`src/design/b64_pkg.sv`:
```
`timescale 1ns / 1ps

package b64_pkg;

  // Character codes
  localparam logic [7:0] PAD_CHAR   = 8'h3D;  // '='
  localparam logic [7:0] PLUS_CHAR  = 8'h2B;  // '+'
  localparam logic [7:0] SLASH_CHAR = 8'h2F;  // '/'

  // Register indexes (byte address / 4)
  localparam logic REG_DIRECTION = 1'b0;

  // Direction codes
  localparam logic DIR_ENCODE = 1'b0;
  localparam logic DIR_DECODE = 1'b1;

  typedef struct packed {
    logic [7:0] in_byte;
    logic       stream_last;
  } in_item_t;

  typedef struct packed {
    logic [7:0] out_byte;
    logic       run_last;
    logic       stream_end;
    logic       error;
  } out_item_t;

  // One group's worth of results, handed from front to back
  typedef struct packed {
    logic [3:0][7:0] data;      // data[0] goes out first
    logic [1:0]      count_m1;  // number of results minus one
    logic            last;      // group closes the message
    logic            err;       // message ended inside a quad
  } job_t;

  function automatic logic [7:0] sextet_to_char(input logic [5:0] s);
    logic [7:0] c;
    if (s < 6'd26)      c = 8'h41 + {2'b00, s};
    else if (s < 6'd52) c = 8'h61 + {2'b00, s - 6'd26};
    else if (s < 6'd62) c = 8'h30 + {2'b00, s - 6'd52};
    else if (s == 6'd62) c = PLUS_CHAR;
    else c = SLASH_CHAR;
    return c;
  endfunction

  function automatic logic [5:0] char_to_sextet(input logic [7:0] c);
    logic [5:0] s;
    if (c >= 8'h41 && c <= 8'h5A)      s = 6'(c - 8'h41);
    else if (c >= 8'h61 && c <= 8'h7A) s = 6'(c - 8'h61 + 8'd26);
    else if (c >= 8'h30 && c <= 8'h39) s = 6'(c - 8'h30 + 8'd52);
    else if (c == PLUS_CHAR)           s = 6'd62;
    else if (c == SLASH_CHAR)          s = 6'd63;
    else s = 6'd0;
    return s;
  endfunction

endpackage

```
`src/design/b64_front.sv`:
```
`timescale 1ns / 1ps

// Gathers input items into groups and builds a job when a group closes.
module b64_front (
  input  logic              clk,
  input  logic              rst,
  input  logic              direction,
  input  logic              clear,
  input  logic              accept,
  input  b64_pkg::in_item_t item,
  output logic              job_valid,
  output b64_pkg::job_t     job
);

  logic [23:0] acc, acc_next;
  logic [1:0]  cnt, cnt_next;
  logic        third_pad, third_pad_next;

  logic [23:0] acc_enc, acc_dec, triple;
  logic [2:0]  chars;
  logic [5:0]  sext;
  logic        is_pad, pad3;

  always_comb begin
    acc_enc = {acc[15:0], item.in_byte};
    sext    = b64_pkg::char_to_sextet(item.in_byte);
    acc_dec = {acc[17:0], sext};
    is_pad  = (item.in_byte == b64_pkg::PAD_CHAR);
    pad3    = third_pad | ((cnt == 2'd2) & is_pad);

    // align a partial byte group to the top of the triple
    case (cnt)
      2'd0: begin
        triple = {acc_enc[7:0], 16'h0000};
        chars  = 3'd2;
      end
      2'd1: begin
        triple = {acc_enc[15:0], 8'h00};
        chars  = 3'd3;
      end
      default: begin
        triple = acc_enc;
        chars  = 3'd4;
      end
    endcase

    acc_next       = acc;
    cnt_next       = cnt;
    third_pad_next = third_pad;
    job_valid      = 1'b0;
    job            = '0;
    job.last       = item.stream_last;

    if (direction == b64_pkg::DIR_ENCODE) begin
      if (cnt == 2'd2 || item.stream_last) begin
        job_valid    = 1'b1;
        job.count_m1 = 2'd3;
        for (int i = 0; i < 4; i++) begin
          job.data[i] = (3'(i) < chars) ?
                        b64_pkg::sextet_to_char(triple[23 - 6*i -: 6]) :
                        b64_pkg::PAD_CHAR;
        end
        acc_next       = '0;
        cnt_next       = '0;
        third_pad_next = 1'b0;
      end else begin
        acc_next = acc_enc;
        cnt_next = cnt + 2'd1;
      end
    end else begin
      if (cnt != 2'd3) begin
        if (item.stream_last) begin
          // message ended inside a quad
          job_valid      = 1'b1;
          job.err        = 1'b1;
          acc_next       = '0;
          cnt_next       = '0;
          third_pad_next = 1'b0;
        end else begin
          acc_next       = acc_dec;
          cnt_next       = cnt + 2'd1;
          third_pad_next = pad3;
        end
      end else begin
        job_valid      = 1'b1;
        job.count_m1   = 2'd2 - 2'(item.stream_last & is_pad)
                               - 2'(item.stream_last & pad3);
        job.data[0]    = acc_dec[23:16];
        job.data[1]    = acc_dec[15:8];
        job.data[2]    = acc_dec[7:0];
        acc_next       = '0;
        cnt_next       = '0;
        third_pad_next = 1'b0;
      end
    end
  end

  // Group state
  always_ff @(posedge clk) begin
    if (rst || clear) begin
      acc       <= '0;
      cnt       <= '0;
      third_pad <= 1'b0;
    end else if (accept) begin
      acc       <= acc_next;
      cnt       <= cnt_next;
      third_pad <= third_pad_next;
    end
  end

endmodule

```
`src/design/b64_job_queue.sv`:
```
`timescale 1ns / 1ps

// Small job queue between front and back.
module b64_job_queue #(
  parameter int DEPTH = 2
) (
  input  logic          clk,
  input  logic          rst,
  input  logic          wr,
  input  b64_pkg::job_t din,
  input  logic          rd,
  output b64_pkg::job_t dout,
  output logic          full,
  output logic          valid
);

  localparam int PW = (DEPTH > 1) ? $clog2(DEPTH) : 1;
  localparam int CW = $clog2(DEPTH + 1);

  b64_pkg::job_t   slots [DEPTH];
  logic [PW-1:0]   wr_ptr, rd_ptr;
  logic [CW-1:0]   count;

  assign full  = (count == CW'(DEPTH));
  assign valid = (count != '0);
  assign dout  = slots[rd_ptr];

  // Storage
  always_ff @(posedge clk) begin
    if (wr) slots[wr_ptr] <= din;
  end

  // Pointers and fill count
  always_ff @(posedge clk) begin
    if (rst) begin
      wr_ptr <= '0;
      rd_ptr <= '0;
      count  <= '0;
    end else begin
      if (wr) wr_ptr <= (wr_ptr == PW'(DEPTH - 1)) ? '0 : wr_ptr + PW'(1);
      if (rd) rd_ptr <= (rd_ptr == PW'(DEPTH - 1)) ? '0 : rd_ptr + PW'(1);
      case ({wr, rd})
        2'b10:   count <= count + CW'(1);
        2'b01:   count <= count - CW'(1);
        default: count <= count;
      endcase
    end
  end

endmodule

```
`src/design/b64_back.sv`:
```
`timescale 1ns / 1ps

// Takes jobs and sends their results out one item per cycle unless a waiting result is not popped.
module b64_back (
  input  logic               clk,
  input  logic               rst,
  input  logic               job_valid,
  input  b64_pkg::job_t      job,
  output logic               job_take,
  input  logic               pop,
  output logic               empty,
  output b64_pkg::out_item_t out_item
);

  b64_pkg::job_t cur;
  logic          cur_valid;
  logic [1:0]    idx;
  logic          out_valid;
  logic          pop_ok, adv, cur_done, at_end;

  assign empty    = ~out_valid;
  assign pop_ok   = pop & out_valid;
  assign adv      = cur_valid & (~out_valid | pop_ok);
  assign at_end   = (idx == cur.count_m1);
  assign cur_done = adv & at_end;
  assign job_take = job_valid & (~cur_valid | cur_done);

  // Current job
  always_ff @(posedge clk) begin
    if (job_take) cur <= job;
  end

  always_ff @(posedge clk) begin
    if (rst) begin
      cur_valid <= 1'b0;
      idx       <= '0;
    end else if (job_take) begin
      cur_valid <= 1'b1;
      idx       <= '0;
    end else if (cur_done) begin
      cur_valid <= 1'b0;
    end else if (adv) begin
      idx <= idx + 2'd1;
    end
  end

  // Output register
  always_ff @(posedge clk) begin
    if (adv) begin
      out_item.out_byte   <= cur.data[idx];
      out_item.run_last   <= at_end;
      out_item.stream_end <= at_end & cur.last;
      out_item.error      <= cur.err;
    end
  end

  always_ff @(posedge clk) begin
    if (rst) out_valid <= 1'b0;
    else if (adv) out_valid <= 1'b1;
    else if (pop_ok) out_valid <= 1'b0;
  end

endmodule

```
`src/design/base64_codec_unit.sv`:
```
`timescale 1ns / 1ps

// Channel   | Handshake               | Payload
// ----------+-------------------------+------------------------------
// input     | push / full             | in_item (in_byte, stream_last)
// result    | pop / empty             | out_item (out_byte, run_last,
//           |                         |   stream_end, error)
// config    | psel, penable, pwrite   | paddr, pwdata, prdata, pready
//
// An input item is taken when push is high and full is low; a closing group
// gives a job of up to four results, which the back end sends one per cycle
// while the result side pops; new items are taken while earlier jobs drain.
// A job passes the job queue and current-job register before its first result.
// Reset clears group state, the job queue and the output; direction = encode.
// full follows the job queue; result stalls back up through the queue.
module base64_codec_unit #(
  parameter int QUEUE_DEPTH = 2
) (
  input  logic               clk,
  input  logic               rst,
  input  logic               push,
  output logic               full,
  input  b64_pkg::in_item_t  in_item,
  input  logic               pop,
  output logic               empty,
  output b64_pkg::out_item_t out_item,
  input  logic               psel,
  input  logic               penable,
  input  logic               pwrite,
  input  logic [2:0]         paddr,
  input  logic [31:0]        pwdata,
  output logic [31:0]        prdata,
  output logic               pready
);

  logic          direction;
  logic          cfg_wr, dir_wr, accept;
  logic          front_valid, q_full, q_valid, q_take;
  b64_pkg::job_t front_job, q_job;

  // Register port
  assign pready = 1'b1;
  assign cfg_wr = psel & penable & pwrite & pready;
  assign dir_wr = cfg_wr & (paddr[2] == b64_pkg::REG_DIRECTION);
  assign prdata = (paddr[2] == b64_pkg::REG_DIRECTION) ? {31'b0, direction} : '0;

  always_ff @(posedge clk) begin
    if (rst) direction <= b64_pkg::DIR_ENCODE;
    else if (dir_wr) direction <= pwdata[0];
  end

  assign full   = q_full;
  assign accept = push & ~q_full;

  b64_front u_front (
    .clk       (clk),
    .rst       (rst),
    .direction (direction),
    .clear     (dir_wr),
    .accept    (accept),
    .item      (in_item),
    .job_valid (front_valid),
    .job       (front_job)
  );

  b64_job_queue #(
    .DEPTH (QUEUE_DEPTH)
  ) u_queue (
    .clk   (clk),
    .rst   (rst),
    .wr    (accept & front_valid),
    .din   (front_job),
    .rd    (q_take),
    .dout  (q_job),
    .full  (q_full),
    .valid (q_valid)
  );

  b64_back u_back (
    .clk       (clk),
    .rst       (rst),
    .job_valid (q_valid),
    .job       (q_job),
    .job_take  (q_take),
    .pop       (pop),
    .empty     (empty),
    .out_item  (out_item)
  );

endmodule

```
`config.mk`:
```
export PLATFORM = sky130hd
export DESIGN_NAME = base64_codec_unit
export DESIGN_NICKNAME = d
export VERILOG_FILES = /design/src/design/b64_pkg.sv /design/src/design/b64_front.sv /design/src/design/b64_job_queue.sv /design/src/design/b64_back.sv /design/src/design/base64_codec_unit.sv
export SDC_FILE = /design/constraint.sdc
export NUM_CORES = 1
export LEC_CHECK = 0
export ABC_AREA = 1
export BUFFER_PORTS_ARGS = -buffer_cell sky130_fd_sc_hd__buf_2
export CORE_MARGIN = 10
export CORE_UTILIZATION = 54
export CTS_CLUSTER_SIZE = 40
export DETAILED_ROUTE_END_ITERATION = 7
export PLACE_DENSITY = 0.82
export SLEW_MARGIN = 30
export SYNTH_ARGS = -nofsm -noshare
export SYNTH_HDL_FRONTEND = slang
export SYNTH_SLANG_ARGS = --single-unit
```
`constraint.sdc`:
```
create_clock -name clk -period 2.9 [get_ports clk]
set_input_delay 0.29 -clock clk [delete_from_list [all_inputs] [get_ports clk]]
set_output_delay 0.29 -clock clk [all_outputs]
set_load 0.05 [all_outputs]
```
==> results list, run 1 <==
- Slew at the pin closest to its max-slew limit: approximately 0.94 ns
- Layout net count: 1264
* Final total negative setup slack: 0 ns
- Detailed Routing Iterations Pass 1: 6
- Wire length of the first global-routing pass: 35300 um
- Die ar.: approximately 23000 sq um
* Seq/Total Area, Yosys: between 40 and 50%
* Slowest library cell on the worst path: dfxtp_1
* Critical setup path kind: reg -> reg
- Clock-pin slew was measured on the worst setup and hold paths at about 0.060 ns.
* CP Launch Point: u_front.cnt[0]
* List of cells traversed by the critical path: inv_1 -> ha_2 -> nor2_8 -> buf_12 -> buf_4 -> nand2_1 -> nand3_1 -> inv_1 -> nand2_1 -> nand2_1 -> ha_1 -> nand3_1 -> nand2_1 -> nand2_1 -> nand2_1 -> nand2_1
- Buffers placed on the I/O ports in this run total 31.
- The number of clock buffers added by TritonCTS is 17.
- Detailed placement finished with a half-perimeter wire length of about 16000 um.
* Share of power burned in registers: 39.1%
- Dpl cell area: 9670 sq um
- The congestion estimate from routability-driven global placement came to 0.948.
- DRC errors left: 0
- Antenna cells: 0
- Before CTS, the worst setup slack after placement is about 0.13 ns.
- Area leader, netlist: edfxtp_1
- Floorplan core area: ~17000 sq um
* # H-tree levels: 4
- Reg-to-reg startpoint: u_front.cnt[0]
- In this run the worst hold path is classified as in -> reg.
* Achievable frequency: between 300 and 400 MHz
- Count of state elements after synthesis: ~150
- Setup violations remaining at the end of the flow were counted as 0.
- Number of buffers on the longest clock path: 2
- Delay of the slowest critical-path stage: 0.39 ns
* Post-route clock skew: ~0.011 ns
- Switching power share of the total: between 30% and 40%
- STA classifies the critical path startpoint as a flop.
- Share of the synthesized area in the top cell type: between 30% and 40%
* Post-route worst setup slack: 0.240 ns
- Ratio of routed vias to standard cells: around 5.5
* Clock tree from TritonCTS: yes
- The completed layout was analyzed and its total power is between 8 and 9 mW.
* Post-synth EDFFs: between 100 and 150
- For this run, the total global-route usage over all layers was measured as 19.6%.
* Worst R2R End: u_queue.slots[0][9]
- The later pin in the worst-skew pair is clocked with a latency of ~0.42 ns.
- Max-cap violations in this run came to 0.
- Synth Cell Area: just over 9000 sq um
- Cells with a size suffix above 1 make up 15.5% of the layout.
* Final WL: 21900 um
- Final min period: roughly 2.7 ns
- Setup repair after global routing left no endpoint under its margin.
* Arrival time at the worst endpoint: ~2.8 ns
* Net switching power: between 3 and 4 mW
- For this run, asynchronously set or reset flops after synthesis account for 0%.
- Tightest slew margin relative to the limit: a little under two fifths
* Power per cell area: roughly 800 nW/um^2
* Part of the total power dissipated in the clock network: about 25%
* Number of global-route vias before repair: slightly below 7000
* Leakage: 4.52 nW
- Mapped Cells: between 1000 and 1500
* Number of antenna violations at the first check in global routing: 0
- In this run, the number of DRC markers left after iteration 0 of detailed routing was between 800 and 900.
- At the worst endpoint, the required time is a little over 3 ns.
* Die outline height: approximately 150 um
- Area grow syn2layout: 11.3%
* Peak VDD IR: ~0.47 mV
* Antenna Nets Post-Route: 0
* Final number of hold-violating endpoints: 0
* Initial cell density of the core: a little under three fifths
- Result of the run: finished clean
- Number of clock sinks: about 150
* Number of hold buffers added after CTS: 0
* Reg-to-reg setup timing slack: about 0.24 ns
- Setup crit end: u_queue.slots[0][9]
* Crit end category: flop
* Pin count of the biggest net entering global routing: 39
- Counting instances, the worst hold path has a depth of 3.
- The layout has approximately 1400 filler cells.
- Post-route cell area: approximately 10000 sq um
- The tree is rooted in a clkbuf_16.
- Avg Inst Size Synth: 8.32 sq um
- The floorplan has 47 rows.
- The final max-slew violation count was 0.
- Max FO, Critical Path: 10
- Synth Warn #: 0
- Via count of the routed design: between 7000 and 8000
- GRT Residual Overflow: 0
- Design internal power: 5.15 mW
* Die span in x: between 150 and 200 um
* Distinct cell type count of the synthesized netlist: 55
- Average detailed-routed wire length per instance: ~16 um
* Combinational share of power: 36.1%
- Most used flip-flop cell after synthesis: edfxtp_1
- By instance count, the cell type seen most on the critical path is nand2_1.
- Post-route clock period utilization: 91.7%
- After synthesis, the cell types taking the most area are edfxtp_1 39%, nand2_1 12%, dfxtp_1 6.5%, ha_1 5.8%, o21ai_0 4.5%.
* I/O pin count: 97
* Number of cells traversed by the worst register-to-register path: 16
## sequential cells by signal (all words and copies together), names as in the netlist
signal,cells
direction,1
u_back.cur,36
u_back.cur_valid,1
u_back.idx,2
u_back.out_item,11
u_back.out_valid,1
u_front.acc,18
u_front.cnt,2
u_front.third_pad,1
u_queue.count,2
u_queue.rd_ptr,1
u_queue.slots,72
u_queue.wr_ptr,1
## synthesized netlist by cell type, types with 3 or more instances
| cell | instances |
|---|---|
| nand2_1 | 297 |
| edfxtp_1 | 119 |
| inv_1 | 92 |
| nor2_1 | 90 |
| o21ai_0 | 83 |
| nand3_1 | 62 |
| ha_1 | 43 |
| buf_4 | 33 |
| a21oi_1 | 32 |
| dfxtp_1 | 30 |
| o21ai_1 | 25 |
| clkbuf_1 | 23 |
| inv_2 | 21 |
| xor2_1 | 20 |
| nand2_2 | 17 |
| a221oi_1 | 12 |
| nor3_1 | 11 |
| o211ai_1 | 11 |
| nor2_2 | 10 |
| o22ai_1 | 8 |
| nand4_1 | 6 |
| a21oi_2 | 5 |
| buf_6 | 5 |
| a31oi_1 | 4 |
| buf_2 | 4 |
| nand3_2 | 4 |
| xnor2_1 | 4 |
| a21boi_4 | 3 |
| nand2_4 | 3 |
## area by class of cell
| cell class | count | area (sq um) | area share (%) |
|---|---|---|---|
| inverter | 115 | 437 | 4.24 |
| tap | 220 | 275 | 2.67 |
| multi-input combinational | 811 | 4330 | 42.1 |
| timing repair buffer | 76 | 531 | 5.15 |
| clock buffer | 18 | 429 | 4.17 |
| sequential | 149 | 4170 | 40.6 |
| clock inverter | 11 | 113 | 1.09 |
## power by group through the flow
| stage | sequential [mW] | clock [mW] | combinational [mW] |
|---|---|---|---|
| detailed placement | 3.26 | 0 | 2.88 |
| CTS | 3.22 | 2.07 | 2.90 |
| global placement | 3.24 | 0 | 2.83 |
| floorplan | 3.35 | 0 | 2.05 |
| finish | 3.22 | 2.04 | 2.97 |
| global route | 3.26 | 2.17 | 3.32 |
## metal layers
layer  wire length (um)  track usage [%]
met5                  0                0
met4                534             7.41
met3               1750             3.49
met2              10200             31.2
met1               9430             26.0
## worst min-delay path by stage
| stage | from | to | slack [ns] |
|---|---|---|---|
| after floorplan | rst | u_back.cur_valid | 0.36 |
| after global routing | pwdata[0] | direction | 0.1 |
| final | pwdata[0] | direction | 0.1 |
| after CTS | pwdata[0] | direction | 0.09 |
| after detailed placement | u_back.cur[0] | u_back.out_item[0] | 0.42 |
| after global placement | u_back.cur[0] | u_back.out_item[0] | 0.41 |
## metrics by stage
| step | std cells | hold slack (ns) | utilization, % |
|---|---|---|---|
| after global placement | 1364 | 0.413 | 57.9 |
| final | 1400 | 0.0978 | 61.6 |
| after global routing | 1400 | 0.0994 | 61.6 |
| after CTS | 1393 | 0.0879 | 61.1 |
| after detailed placement | 1364 | 0.421 | 57.9 |
| after floorplan | 1142 | 0.359 | - |
## what timing repair did
item | CTS | global route
endpoints found under the setup margin | 0 | 40
buffers inserted | 0 | 7
gates resized for setup | 0 | 5
## placed cells by master (no fill, tap or decap), types with 6 or more instances in the layout
cell and instances:
nor2_2 13, nand2_1 297, clkbuf_16 17, nand2_2 17, edfxtp_1 119, nand3_1 62
dfxtp_1 30, buf_2 31, o22ai_1 8, nor3_1 11, a221oi_1 12, conb_1 32
o21ai_0 82, inv_1 92, inv_2 21, o211ai_1 11, nand4_1 6, a21oi_1 32
xor2_1 20, ha_1 41, buf_4 42, nor2_1 87, o21ai_1 26
## cells by family after synthesis
| kind of cell | count (synthesis) | share of synthesized area (%) |
|---|---|---|
| flops | 149 | 45.1 |
| xor+xnor | 24 | 2.27 |
| fa+ha+maj | 43 | 5.82 |
| compound gates | 196 | 12.8 |
| other cells | 2 | 0.0812 |
| simple gates | 516 | 24.4 |
| buf+inv | 182 | 9.43 |
## worst max-delay path: cells and delay by family, from the launching register on
family | cells | cell delay, ns
simple gates | 10 | 0.90
fa+ha+maj | 2 | 0.57
buf+inv | 4 | 0.52
flops | 1 | 0.39
No activity file was read; power rests on OpenSTA's default activity.
==> run 2: changes to the inputs <==
--- a/config.mk
+++ b/config.mk
@@ -7,6 +7,7 @@
 export LEC_CHECK = 0
 export ABC_AREA = 1
 export BUFFER_PORTS_ARGS = -buffer_cell sky130_fd_sc_hd__buf_2
+export CORE_ASPECT_RATIO = 0.8
 export CORE_MARGIN = 10
 export CORE_UTILIZATION = 54
 export CTS_CLUSTER_SIZE = 40
@@ -16,3 +17,4 @@
 export SYNTH_ARGS = -nofsm -noshare
 export SYNTH_HDL_FRONTEND = slang
 export SYNTH_SLANG_ARGS = --single-unit
+export TNS_END_PERCENT = 1
==> run 2 against run 1 <==
Register-to-register slack got worse by 0.07 ns. Largest power group unchanged. Wire length rose by 1.2%. Fmax fell by 2.6%. Largest cell class unchanged.
==> results list, run 2 (same netlist as run 1, synthesis figures left out) <==
- Result of the run: finished clean (unchanged).
* Number of cells traversed by the worst register-to-register path: 16 (unchanged)
* Filler Cell Count: 1383 (was 1422)
* Most common library cell in the layout ignoring fill and taps: nand2_1 (unchanged)
- The fmax came to 366 MHz (was 376 MHz).
* Ratio of routed vias to standard cells: 5.46 (was 5.48)
* Layout net count: 1270 (was 1264)
* Tightest Hold Check Type: in -> reg (unchanged)
- The remaining max-slew budget at the tightest pin was 54.8% (was 36.8%).
- The post-detailed-routing wire length was 22100 um (was 21900 um).
* Routability Congestion: 0.951 (was 0.948)
- The number of antenna violations at the first check in global routing was 0 (unchanged).
- The height of the die is 137 um (was 151 um).
- WP data required: 3.06 ns (was 3.07 ns)
- The critical path startpoint category was a flop (unchanged).
- Initial cell density of the core: 55.5% (was 55.4%)
* Ratio of cells with drive above 1 in the final layout: 16.8% (was 15.5%)
* Setup violation total in the final timing report: 0 (unchanged)
- The largest fanout on the critical path was 13 (was 10).
- The multi-input logic area was 4350 sq um (was 4330 sq um).
- The all-layer global routing usage is 19.2% (was 19.6%).
* Via count of the routed design: 7691 (was 7667)
- Pin count of the biggest net entering global routing: 37 (was 39)
- Max-slew violation count: 0 (unchanged)
- The CTS tree was yes (unchanged).
* Number of flip-flops in the largest register: 72 (unchanged)
- Power per cell area: 807 nW/um^2 (was 800 nW/um^2)
- The leakage power total is 4.57 nW (was 4.52 nW).
- The length of the first detailed-routing pass in iterations was 6 (unchanged).
- Die span in x: 166 um (was 151 um)
- The number of global-route vias before repair is 7218 (was 6930).
- Final number of hold-violating endpoints: 0 (unchanged)
- The sequential standard cell area came to 4170 sq um (unchanged).
* Crit end category: flop (unchanged)
- Register with the most flip-flops: u_queue.slots (unchanged)
- I/O pin count: 97 (unchanged)
- TritonCTS Buffers: 17 (unchanged)
- Floorplan core area: 16700 sq um (about the same)
- Post-route clock skew: 0.0147 ns (was 0.0114 ns)
* Antenna cells: 0 (unchanged)
- The global-route wire length before repair came to 35400 um (was 35300 um).
* Final total negative setup slack: 0 ns (unchanged)
- Setup repair bufs after CTS: 0 (unchanged)
- Post-route cell area: 10400 sq um (was 10300 sq um)
- Worst hold path stage count: 3 (unchanged)
* RSZ-0062 raised after global routing: true (was false)
* Post-route clock period utilization: 94.2% (was 91.7%)
* Critical setup path kind: reg -> reg (unchanged)
* Setup slack after placement: 0.102 ns (was 0.127 ns)
* Port buffer count: 31 (unchanged)
- The total congestion overflow came to 0 (unchanged).
* Post-route worst setup slack: 0.169 ns (was 0.240 ns)
* Share of the core filled with cells: 62.3% (was 61.6%)
- Average detailed-routed wire length per instance: 15.7 um (was 15.6 um)
- The transition time of the tightest slew-check pin is 0.677 ns (was 0.945 ns).
* Final min period: 2.73 ns (was 2.66 ns)
- The reported max-cap violation count came to 0 (unchanged).
* Detailed Route Iter0 Violations: 768 (was 858)
- Clock slew seen by the registers of the worst setup and hold paths: 0.06 ns (about the same)
- The depth of the CTS H-tree was 4 (unchanged).
* Worst hold slack across all endpoints: 0.133 ns (was 0.0978 ns)
* Die ar.: 22800 sq um (about the same)
- Clk Latency, worst-skew pair: 0.43 ns (was 0.42 ns)
- Final HPWL from detailed placement: 16300 um (was 16000 um)
- Registers with the most flip-flops: u_queue.slots x72, u_back.cur x36, u_front.acc x18 (unchanged)
* Peak VDD IR: 0.555 mV (was 0.466 mV)
- The number of buffers inserted by hold repair at cts is 0 (unchanged).
- Top library cells by usage in the layout, fill and taps aside: 297 x nand2_1, 119 x edfxtp_1, 92 x inv_1 (unchanged)
- The post-detailed-route DRC marker count was 0 (unchanged).
- The clock tree root buffer cell is clkbuf_16 (unchanged).
- Area grow syn2layout: 12.3% (was 11.3%)
* Dpl cell area: 9770 sq um (was 9670 sq um)
- The clock net sink count was 149 (unchanged).
* Core Rows: 42 (was 47)
* Antenna Nets Post-Route: 0 (unchanged)
- Number of buffers on the longest clock path: 2 (unchanged)
* Arrival time at the worst endpoint: 2.89 ns (was 2.83 ns)
==> run 2: metrics by stage <==
stage	total power, mW	cells
after global routing	8.86	1409
final	8.38	1409
after CTS	8.35	1409
after detailed placement	6.22	1377
after floorplan	5.41	1142
after global placement	6.13	1377
==> run 2: power by group <==
part           internal (mW)  switching, mW
clock                   1.28          0.866
combinational          0.901           2.12
sequential              3.01          0.207
total                   5.19           3.19
==> run 2: final timing paths <==
| check | slack, ns | start | endpoint |
|---|---|---|---|
| setup / recovery | 0.17 | u_front.cnt[0] | u_queue.slots[0][18] |
| hold / removal | 0.13 | pwdata[0] | direction |
| setup reg to reg | 0.17 | u_front.cnt[0] | u_queue.slots[0][18] |
| hold reg to reg | 0.42 | u_back.cur[0] | u_back.out_item[0] |
==> run 2: final cells by class <==
cell class	instances	share of cell area, %
multi-input combinational	811	41.9
sequential	149	40.2
timing repair buffer	82	5.42
inverter	115	4.21
clock buffer	18	4.13
tap	220	2.65
clock inverter	14	1.47
==> run 2: timing repair <==
action                                  4_1_cts  5_1_grt
resized for setup                             0        8
endpoints found under the setup margin        0       36
endpoints found under the hold margin         0        0
==> run 2: per-layer routing <==
layer	vias up	GRT usage (%)	wire, um
li1	3794	-	-
met1	3510	25.0	9610
met2	353	31.6	10200
met3	34	4.04	2050
met4	0	5.65	283
met5	-	0	0
==> run 2: critical path: stages, from the launching register on <==
cell and delay (ns):
dfxtp_1 0.39, inv_1 0.09, ha_2 0.27, nor2_8 0.29, nand2_2 0.11, nand2_4 0.10
inv_1 0.05, ha_1 0.18, inv_1 0.10, nand2_1 0.08, nand2_2 0.08, nand2_2 0.07
or2_1 0.24, nand2_1 0.06, nor2_1 0.04, o21ai_1 0.21, nand2_1 0.10
==> run 3: changes to the inputs <==
--- a/config.mk
+++ b/config.mk
@@ -8,7 +8,6 @@
 export ABC_AREA = 1
 export BUFFER_PORTS_ARGS = -buffer_cell sky130_fd_sc_hd__buf_2
 export CORE_ASPECT_RATIO = 0.8
-export CORE_MARGIN = 10
 export CORE_UTILIZATION = 54
 export CTS_CLUSTER_SIZE = 40
 export DETAILED_ROUTE_END_ITERATION = 7
==> run 3 against run 2 <==
Final area about the same. Power up 2.6%. Non-clock buffer count down 6. First-iteration DRC count up 12%. Register-to-register slack about the same. Clock skew down 0.0071 ns. Clock power up 10%. Sequential power about the same.
==> results list, run 3 (same netlist as run 1, synthesis figures left out) <==
- Register with the most flip-flops: u_queue.slots (unchanged)
- The clock insertion delay at the later pin of the skew report is 0.42 ns (was 0.43 ns).
- Result of the run: finished clean (unchanged).
- Antenna Nets Post-Route: 0 (unchanged)
- Registers with the most flip-flops: u_queue.slots x72, u_back.cur x36, u_front.acc x18 (unchanged).
* Via count of the routed design: 7765 (was 7691)
- Max FO, Critical Path: 12 (was 13)
* Post-route clock period utilization: 94.3% (was 94.2%)
- Achievable frequency: 366 MHz (about the same)
- The critical path's slowest cell is dfxtp_1 (unchanged).
* Number of clock sinks: 149 (unchanged)
- RSZ-0062 raised after global routing: false (was true)
* Initial cell density of the core: 55.5% (unchanged)
- Startpoint class of the critical path: flop (unchanged)
- The uppermost signal routing layer after detailed routing was met4 (unchanged).
* GRT Residual Overflow: 0 (unchanged)
- Clock slew seen by the registers of the worst setup and hold paths: 0.06 ns (about the same)
- Floorplan core area: 16700 sq um (unchanged)
* List of cells traversed by the critical path: inv_1 -> ha_4 -> nor2_8 -> buf_12 -> buf_4 -> nand2_2 -> inv_1 -> o21ai_0 -> nand2_1 -> o21ai_0 -> ha_1 -> nand3_1 -> a31oi_2 -> nor2_1 (was inv_1 -> ha_2 -> nor2_8 -> nand2_2 -> nand2_4 -> inv_1 -> ha_1 -> inv_1 -> nand2_1 -> nand2_2 -> nand2_2 -> or2_1 -> nand2_1 -> nor2_1 -> o21ai_1 -> nand2_1)
- I/O pin count: 97 (unchanged)
- Clock tree from TritonCTS: yes (unchanged)
- The number of flip-flops under the largest register name is 72 (unchanged).
- Wire length of the first global-routing pass: 36200 um (was 35400 um)
* # H-tree levels: 4 (unchanged)
* Cell depth of the worst setup path: 14 (was 16)
- Die span in x: 148 um (was 166 um)
- The path depth of the worst reg2reg path is 14 (was 16).
* Die outline height: 119 um (was 137 um)
- The port buffer count is 31 (unchanged).
- Crit end category: flop (unchanged)
* Layout net count: 1264 (was 1270)
* Pin count of the biggest net entering global routing: 39 (was 37)
- The routed via count divided by cell count came to 5.53 (was 5.46).
* Overall routing resource usage: 26.6% (was 19.2%)
- Final WL: 22300 um (was 22100 um)
- Detailed Routing Iterations Pass 1: 6 (unchanged)
- DR WL met3: 1830 um (was 2050 um)
- Detailed Route Iter0 Violations: 858 (was 768)
- The commonest non-fill, non-tap cell in the layout is nand2_1 (unchanged).
* Total length of routed met2 wires: 10400 um (was 10200 um)
- Power per cell area: 829 nW/um^2 (was 807 nW/um^2)
- Worst hold path stage count: 3 (unchanged)
- The remaining max-slew budget at the tightest pin was 53.7% (was 54.8%).
- Dpl cell area: 9710 sq um (was 9770 sq um)
* WP data required: 3.04 ns (was 3.06 ns)
* Worst path buffer plus inverter count: 4 (was 3)
- The final max-slew violation count was 0 (unchanged).
- Number of maximum-capacitance violations: 0 (unchanged)
- The global placer's final weighted congestion was 0.944 (was 0.951).
- Ratio of cells with drive above 1 in the final layout: 15.6% (was 16.8%)
* Peak VDD IR: 0.499 mV (was 0.555 mV)
- Delay of the slowest critical-path stage: 0.44 ns (was 0.39 ns)
* Leakage: 4.57 nW (about the same)
- The post-layout instance count excluding filler cells was 1403 (was 1409).
- The time the final worst path needs with I/O delays and setup came to 2.74 ns (was 2.73 ns).
- Kind of cell adding the most delay to the critical path: buffers and inverters (was simple AND/OR/NAND/NOR gates)
* Worst hold slack across all endpoints: 0.0935 ns (was 0.133 ns)
- Setup repair bufs after CTS: 0 (unchanged)
- The met1 wire length is 9760 um (was 9610 um).
- The count of filler cells inserted in the layout was 1390 (was 1383).
* Final HPWL from detailed placement: 16000 um (was 16300 um)
* Number of buffers on the longest clock path: 2 (unchanged)
- Reg-to-reg setup timing slack: 0.16 ns (was 0.17 ns)
- The transition time of the tightest slew-check pin was 0.694 ns (was 0.677 ns).
* Final number of hold-violating endpoints: 0 (unchanged)
- The post-detailed-route DRC marker count was 0 (unchanged).
- The critical setup path kind was reg -> reg (unchanged).
- Die ar.: 17700 sq um (was 22800 sq um)
- The number of antenna violations at the first check in global routing came to 0 (unchanged).
- The data arrival time of the critical path came to 2.87 ns (was 2.89 ns).
- Area grow syn2layout: 12.2% (was 12.3%)
* Tightest Hold Check Type: in -> reg (unchanged)
- Top library cells by usage in the layout, fill and taps aside: 297 x nand2_1, 119 x edfxtp_1, 92 x inv_1 (unchanged).
- The worst setup skew after layout is 0.00758 ns (was 0.0147 ns).
- Clock Tree Root: clkbuf_16 (unchanged)
- Core Rows: 42 (unchanged)
- The count of final setup violators is 0 (unchanged).
- The routed length per instance was 15.9 um (was 15.7 um).
- Number of global-route vias before repair: 7158 (was 7218)
* Placed cell count: 1371 (was 1377)
- Post-route cell area: 10400 sq um (about the same)
- The total inserted antenna cells was 0 (unchanged).
- The clock buffer count from CTS came to 17 (unchanged).
==> run 3: final timing paths <==
check | start | endpoint
worst min-delay path | pwdata[0] | direction
worst max register to register | u_front.cnt[0] | u_queue.slots[1][33]
worst min register to register | u_back.cur[0] | u_back.out_item[0]
worst max-delay path | u_front.cnt[0] | u_queue.slots[1][33]
==> run 3: worst reg2reg max path, stage by stage, from the launching register on <==
cell and delay (ns):
dfxtp_1 0.44, inv_1 0.13, ha_4 0.22, nor2_8 0.15, buf_12 0.17, buf_4 0.14
nand2_2 0.05, inv_1 0.08, o21ai_0 0.11, nand2_1 0.07, o21ai_0 0.10, ha_1 0.30
nand3_1 0.10, a31oi_2 0.28, nor2_1 0.11
==> run 3: area by class of cell <==
class	count	area [sq um]	share of cell area (%)
timing repair buffer	76	505	4.87
clock buffer	19	433	4.17
sequential	149	4170	40.2
inverter	115	437	4.21
multi-input combinational	811	4350	41.9
tap	220	275	2.65
clock inverter	13	201	1.94
==> run 3: stage by stage <==
stage / setup TNS, ns / total power [mW] / utilization [%] / worst slack [ns]
4_1_cts: 0 / 8.58 / 62.1 / 0.0178
2_1_floorplan: -3.56 / 5.41 / - / -0.0990
6_report: 0 / 8.60 / 62.3 / 0.165
3_5_place_dp: 0 / 6.20 / 58.3 / 0.0490
5_1_grt: 0 / 9.07 / 62.3 / 0.0222
3_3_place_gp: 0 / 6.08 / 58.3 / 0.133
==> run 3: layer usage <==
layer,vias up,global-route usage [%]
met5,-,0
met4,0,7.60
met3,43,5.90
met2,347,41.6
met1,3590,36.8
li1,3785,-
==> run 3: timing repair <==
item,CTS,global route
endpoints found under the hold margin,0,0
hold buffers,0,0
resized for setup,0,6
endpoints found under the setup margin,0,44
==> run 3: power breakdown <==
part / switching [mW] / internal, mW / leakage, nW / total (mW)
combinational: 2.14 / 0.883 / 2.90 / 3.03
sequential: 0.200 / 3.01 / 1.36 / 3.21
clock: 0.833 / 1.52 / 0.309 / 2.36
total: 3.18 / 5.42 / 4.57 / 8.60
